$ cat src/rtl/core/vtfb_pkg.sv
// ----------------------------------------------------------------------------
// vtfb_pkg: shared definitions for the video trail feedback blend
// Widths, configuration register indexes, reset values and the
// configuration bundle that the control block hands to the datapath.
// ----------------------------------------------------------------------------
package vtfb_pkg;

  localparam int SAMPLE_W  = 8;
  localparam int PLANE_W   = 2;
  localparam int ADDR_IN_W = 18;
  localparam int PHASE_W   = 5;
  localparam int CFG_IDX_W = 3;
  localparam int CFG_DATA_W = 8;
  localparam int PROD_W    = 2 * SAMPLE_W;

  localparam int STORE_DEPTH_DEF = 262144;

  // Full-scale weight and the shift that brings the weighted sum back to a sample.
  localparam logic [SAMPLE_W-1:0] MIX_FULL  = 8'd255;
  localparam int                  MIX_SHIFT = 8;

  localparam logic [PLANE_W-1:0] PLANE_LUMA = 2'd0;

  typedef enum logic [CFG_IDX_W-1:0] {
    CFG_OPACITY     = 3'd0,
    CFG_PERIOD      = 3'd1,
    CFG_LUMA_LOW    = 3'd2,
    CFG_LUMA_HIGH   = 3'd3,
    CFG_CHROMA_LOW  = 3'd4,
    CFG_CHROMA_HIGH = 3'd5
  } cfg_idx_t;

  localparam logic [SAMPLE_W-1:0] RST_OPACITY     = 8'd150;
  localparam logic [PHASE_W-1:0]  RST_PERIOD      = 5'd8;
  localparam logic [SAMPLE_W-1:0] RST_LUMA_LOW    = 8'd16;
  localparam logic [SAMPLE_W-1:0] RST_LUMA_HIGH   = 8'd235;
  localparam logic [SAMPLE_W-1:0] RST_CHROMA_LOW  = 8'd16;
  localparam logic [SAMPLE_W-1:0] RST_CHROMA_HIGH = 8'd240;

  typedef struct packed {
    logic [SAMPLE_W-1:0] opacity;
    logic [SAMPLE_W-1:0] luma_low;
    logic [SAMPLE_W-1:0] luma_high;
    logic [SAMPLE_W-1:0] chroma_low;
    logic [SAMPLE_W-1:0] chroma_high;
  } cfg_t;

endpackage

$ cat src/rtl/core/vtfb_ctrl.sv
// ----------------------------------------------------------------------------
// vtfb_ctrl: configuration registers and frame phase counter
// Holds the six configuration registers and tracks which frame of the
// trail cycle the incoming samples belong to.
// ----------------------------------------------------------------------------
module vtfb_ctrl (
  input  logic                                clk,
  input  logic                                rst_n,
  input  logic                                cfg_valid,
  output logic                                cfg_ready,
  input  logic [vtfb_pkg::CFG_IDX_W-1:0]      cfg_index,
  input  logic [vtfb_pkg::CFG_DATA_W-1:0]     cfg_data,
  input  logic                                item_accept,
  input  logic                                item_frame_end,
  output vtfb_pkg::cfg_t                      cfg,
  output logic                                fresh
);

  vtfb_pkg::cfg_t                   cfg_r;
  logic [vtfb_pkg::PHASE_W-1:0]     period_r;
  logic [vtfb_pkg::PHASE_W-1:0]     phase_r;
  logic [vtfb_pkg::PHASE_W-1:0]     phase_nxt;
  logic [vtfb_pkg::PHASE_W-1:0]     phase_inc;

  assign cfg_ready = 1'b1;

  always_ff @(posedge clk) begin
    if (!rst_n) begin
      cfg_r.opacity     <= vtfb_pkg::RST_OPACITY;
      cfg_r.luma_low    <= vtfb_pkg::RST_LUMA_LOW;
      cfg_r.luma_high   <= vtfb_pkg::RST_LUMA_HIGH;
      cfg_r.chroma_low  <= vtfb_pkg::RST_CHROMA_LOW;
      cfg_r.chroma_high <= vtfb_pkg::RST_CHROMA_HIGH;
      period_r          <= vtfb_pkg::RST_PERIOD;
    end else if (cfg_valid) begin
      case (cfg_index)
        vtfb_pkg::CFG_OPACITY:     cfg_r.opacity     <= cfg_data;
        vtfb_pkg::CFG_PERIOD:      period_r          <= cfg_data[vtfb_pkg::PHASE_W-1:0];
        vtfb_pkg::CFG_LUMA_LOW:    cfg_r.luma_low    <= cfg_data;
        vtfb_pkg::CFG_LUMA_HIGH:   cfg_r.luma_high   <= cfg_data;
        vtfb_pkg::CFG_CHROMA_LOW:  cfg_r.chroma_low  <= cfg_data;
        vtfb_pkg::CFG_CHROMA_HIGH: cfg_r.chroma_high <= cfg_data;
        default: ;
      endcase
    end
  end

  // A period of zero makes the wrap test always true, so every frame is fresh.
  always_comb begin
    phase_inc = phase_r + 1'b1;
    phase_nxt = phase_r;
    if (item_accept && item_frame_end) begin
      phase_nxt = (phase_inc >= period_r) ? '0 : phase_inc;
    end
  end

  always_ff @(posedge clk) begin
    if (!rst_n) begin
      phase_r <= '0;
    end else begin
      phase_r <= phase_nxt;
    end
  end

  assign cfg   = cfg_r;
  assign fresh = (phase_r == '0);

  a_phase_holds_mid_frame: assert property (@(posedge clk) disable iff (!rst_n)
    rst_n && item_accept && !item_frame_end |=> $stable(phase_r))
    else $error("frame phase moved on a sample that does not end a frame");

endmodule

$ cat config.mk
export PLATFORM = sky130hd
export DESIGN_NAME = vtfb_ctrl
export DESIGN_NICKNAME = d
export VERILOG_FILES = /design/src/rtl/core/vtfb_pkg.sv /design/src/rtl/core/vtfb_ctrl.sv
export SDC_FILE = /design/constraint.sdc
export NUM_CORES = 1
export LEC_CHECK = 0
export ABC_AREA = 1
export BUFFER_PORTS_ARGS = -buffer_cell sky130_fd_sc_hd__buf_4
export CORE_MARGIN = 1.5
export CORE_UTILIZATION = 51
export CTS_BUF_LIST = sky130_fd_sc_hd__clkbuf_4 sky130_fd_sc_hd__clkbuf_8 sky130_fd_sc_hd__clkbuf_16
export DETAILED_ROUTE_END_ITERATION = 10
export GPL_TIMING_DRIVEN = 0
export HOLD_SLACK_MARGIN = 0.05
export MAX_ROUTING_LAYER = met4
export PLACE_DENSITY = 0.83
export SYNTH_ARGS = -nofsm -noshare
export SYNTH_HDL_FRONTEND = slang
export SYNTH_SLANG_ARGS = --single-unit
$ cat constraint.sdc
create_clock -name clk -period 2.4 [get_ports clk]
set_input_delay 0.24 -clock clk [delete_from_list [all_inputs] [get_ports clk]]
set_output_delay 0.24 -clock clk [all_outputs]
set_load 0.02 [all_outputs]
After elaboration in Yosys (flattened, before gate mapping):

Cells that the tools add are included.

* register bits: 50
* bits of input ports: 16
* output and inout port bits: 42
* word-level logic and storage cells: 24

* add/sub/neg operators: 1
* order comparisons: 1
* equality and inequality tests: 5
* muxes and demuxes: 1
* reductions and logical operators: 9

Operators by type and width (number)
* $reduce_and A2 Y1: 6
* $eq A3 B2 Y1 const B: 2
* $eq A3 B3 Y1 const B: 2
* $add A5 B1 Y5 const B: 1
* $ge A5 B5 Y1: 1
* $logic_not A5 Y1: 1
* $mux W5: 1
* $eq A3 B1 Y1 const B: 1
* $logic_not A3 Y1: 1
* $logic_and A1 B1 Y1: 1

Depth between registers and ports, before layout:

* depth after elaboration: 3
* gate-level depth with buffers: 10
* mapped depth without buffers: 10

Worst setup path after synthesis:

OpenSTA, ideal clock, no wires.

* kind: reg-to-reg
* from: register phase_r[0] (netlist name)
* to: register phase_r[0] (netlist name)
* data arrival time: 1.669 ns
* required time: 2.330 ns
* path slack: 0.661 ns
* cell stages (with the launch flop): 11
* buffers on the path: 0
* path through: dfxtp_1 ha_1 nand3_1 nand2_1 nand2_1 ha_1 nand2_1 inv_1 a21oi_1 nand3_1 a21oi_1

* word-level cells in the longest chain between the ends: 3

RTL lines
* from (decl): RTL line vtfb_ctrl.sv:21 `logic [vtfb_pkg::PHASE_W-1:0] phase_r;`
* from (signal assigned): RTL line vtfb_ctrl.sv:61 `phase_r <= phase_nxt;`
* $add A5 B1 Y5 (*): RTL line vtfb_ctrl.sv:50 `phase_inc = phase_r + 1'b1;`
* $ge A5 B5 Y1: RTL line vtfb_ctrl.sv:53 `phase_nxt = (phase_inc >= period_r) ? '0 : phase_inc;`
* $mux W5 (*): RTL line vtfb_ctrl.sv:53

Mark *: on every way between the ends. The rest lies on a longest branch, timed or not.
A chain may end at the register's enable or synchronous reset.

Final worst setup path:

Same ends and word-level chain as after synthesis.

==> flow_metrics.tcl <==
set metrics [dict create \
    outcome "complete, no violations" \
    h_tree_level_count 2 \
    drv.max_cap_violation_count 0 \
    port_buffers 55 \
    synth_fp_nets 290 \
    critical_path.endpoint "phase_r[0]" \
    finalWeightedCongestion 0.857 \
    min_period_over_period 0.832 \
    area_share_of_fa_ha_maj_cells_after_synthesis 0.0434 \
    coreArea_sq_um 3740 \
    wirelength_um 4820 \
    worst-setup-path-type "reg -> reg" \
    cts-hold-fix-buffers 0 \
    max-slew-margin-rel 0.656 \
    floorplan.initialDensity 0.539 \
    dr.first_iter.drc_count 100 \
    cts_buffers 5 \
    simple_gate_share_of_the_synthesized_area 0.287 \
    wire_length_of_the_first_global_routing_pass_um 7980 \
    hpwl_um 3470 \
    initial_antenna_violation_count 0 \
    postSynthRegisterBits 50 \
    cts_setup_buffers 0 \
    ctsRootBufferMaster "clkbuf_8" \
    setup_viol 0 \
    number_of_clock_sinks 50 \
    synthesis.area_sq_um 2020 \
    route.detailed.wl_per_inst_um 12.7 \
    critical_path_peak_fanout 7 \
    cts.clk_slew.worst_paths_ps 80 \
    layout_min_cycle_time_ps 2000 \
    ys.warnings.count 0 \
    layout_area_growth_over_synthesis_pct 29.1 \
    seq_area_frac_synth 0.496 \
    p_per_area_nw_per_um2 658 \
    endpoint_kind "register" \
    timing.critical_path.arrival_ps 2230 \
    power.static_leakage_nw 1.26 \
    hold-worst-slack_ps 192 \
    hold_viol 0 \
    ctsLongestPathBuffers 2 \
    n_fill_cell 349 \
    postLayoutSetupSlackWorst_ps 404 \
    origin_of_the_critical_flop_to_flop_path "phase_r[0]" \
    cell_depth_of_the_worst_flop_to_flop_path 10 \
    overall_routing_resource_usage 0.247 \
    vias_in_the_first_global_route 1743 \
    r2r_setup_slack_ps 400 \
    grt_overflow 0 \
    detailedRoute.firstPassIterationCount 4 \
    avgViaCountPerCell 5.12 \
    rsz0062_at_grt "false" \
    route.detailed.drc 0 \
    layout-drive-gt1-share 0.233 \
    std_cell_rows 22 \
    syn-mean-instance-area_sq_um 7.56 \
    finalClockSkew_ps 4.02 \
    pin_count 58 \
    grt_max_degree 16 \
    synth_top_family_by_area "simple AND/OR/NAND/NOR gates" \
    tritoncts_clock_tree "yes" \
    setup_tns_after_final_layout_ps 0 \
    worst_ep_required_time_ps 2630 \
    final_nets 352 \
    synth_compound_gate_area_share 0.108 \
    yosysUniqueCellTypes 20 \
    timing_worst_slew_pin_value_ps 510 \
    timing.final.max_slew_violations 0 \
    worst_ir_drop_on_vdd_mv 0.491 \
    clock.fmax_ghz 0.501 \
    r2r-end "phase_r[0]" \
    die_area_sq_um 4340 \
    vias 1934 \
    clk-insertion-delay-late_ps 300 \
    synth_xor_area_frac 0.00434 \
    worst_min_path_class "in -> reg" \
    num_antenna_cells 0 \
    crit_path_start_kind "register" \
    die_y_um 65.9 \
    chipWidth_um 65.9 \
    ant_nets 0 \
    preCtsSetupSlack_ps 403 \
    post_cts_resize_count 0 \
    muxShareOfSynthArea 0 \
    startpoint "phase_r[0]" \
    synth_cells 267 \
]
critical path: stages (launching register included):
cell     delay (ps)
dfxtp_1         450
ha_1            250
nand3_1          90
nand2_1          60
nand2_1          70
ha_1            290
nand2_1          90
inv_1            40
a21oi_1         310
nand3_1         120
a21oi_1         150
area by class of cell:
cell class | count | area [sq um] | share of cell area
inverter | 23 | 88.8 | 0.0341
clock buffer | 6 | 76.3 | 0.0293
clock inverter | 2 | 37.5 | 0.0144
timing repair buffer | 55 | 413 | 0.159
multi-input combinational | 187 | 897 | 0.344
buffer | 7 | 31.3 | 0.0120
tap | 48 | 60.1 | 0.0231
sequential | 50 | 1000 | 0.384
through the flow:
step	power (mW)	utilization	cells	area, sq um
after detailed placement	1.14	0.665	370	2490
after CTS	1.72	0.696	378	2610
final	1.71	0.696	378	2610
after floorplan	1.04	-	267	2020
after global placement	1.13	0.665	370	2490
after global routing	1.79	0.696	378	2610
cell usage in the layout (no fill, tap or decap), drive strengths merged:
cell and count:
nor2 57, buf 56, nand2 52, dfxtp 50, o21ai 33, nand3 23
inv 21, clkbuf 12, a21oi 9, ha 7, nand4 2, clkinv 2
xor2 1, nor3 1, o211ai 1, conb 1, bufinv 1, clkinvlp 1
state kept, by name (all words and copies together) (netlist names):
signal	count
cfg	40
period_r	5
phase_r	5
metal layers:
metal  GRT usage  vias up  share of wire
met5           -        -              0
met4      0.0729        0          0.017
met3      0.0562        9          0.071
met2       0.419       67           0.49
met1       0.293      879           0.42
li1            -      979              -
report_power, final:
part	internal [mW]	total [mW]	switching, mW
sequential	0.861	0.882	0.0203
combinational	0.0926	0.235	0.143
clock	0.322	0.597	0.275
total	1.28	1.71	0.438
cell usage after synthesis (all sizes together):
library cell | number | area [sq um]
nor2 | 57 | 244
nand2 | 52 | 203
dfxtp | 50 | 1000
o21ai | 33 | 165
nand3 | 23 | 115
inv | 21 | 78.8
a21oi | 9 | 45.0
ha | 7 | 87.6
clkbuf | 6 | 23.8
clkinv | 2 | 10.0
nand4 | 2 | 12.5
buf | 1 | 7.51
conb | 1 | 3.75
nor3 | 1 | 5.00
o211ai | 1 | 7.51
xor2 | 1 | 8.76
kinds of logic after synthesis:
| logic type | Yosys count |
|---|---|
| other cells | 1 |
| flops | 50 |
| fa+ha+maj | 7 |
| simple gates | 135 |
| compound gates | 43 |
| buf+inv | 30 |
| xor+xnor | 1 |
worst min-delay path by stage:
stage	start	end	slack, ps	depth (start not counted)
final	cfg_data[5]	cfg[5]	190	3
after global routing	cfg_data[2]	cfg[34]	190	3
after CTS	cfg_data[5]	cfg[5]	190	3
after detailed placement	cfg[19]	cfg[19]	450	2
after global placement	cfg[19]	cfg[19]	440	2
after floorplan	cfg_data[4]	cfg[12]	350	2
No activity file was read; power rests on OpenSTA's default activity.
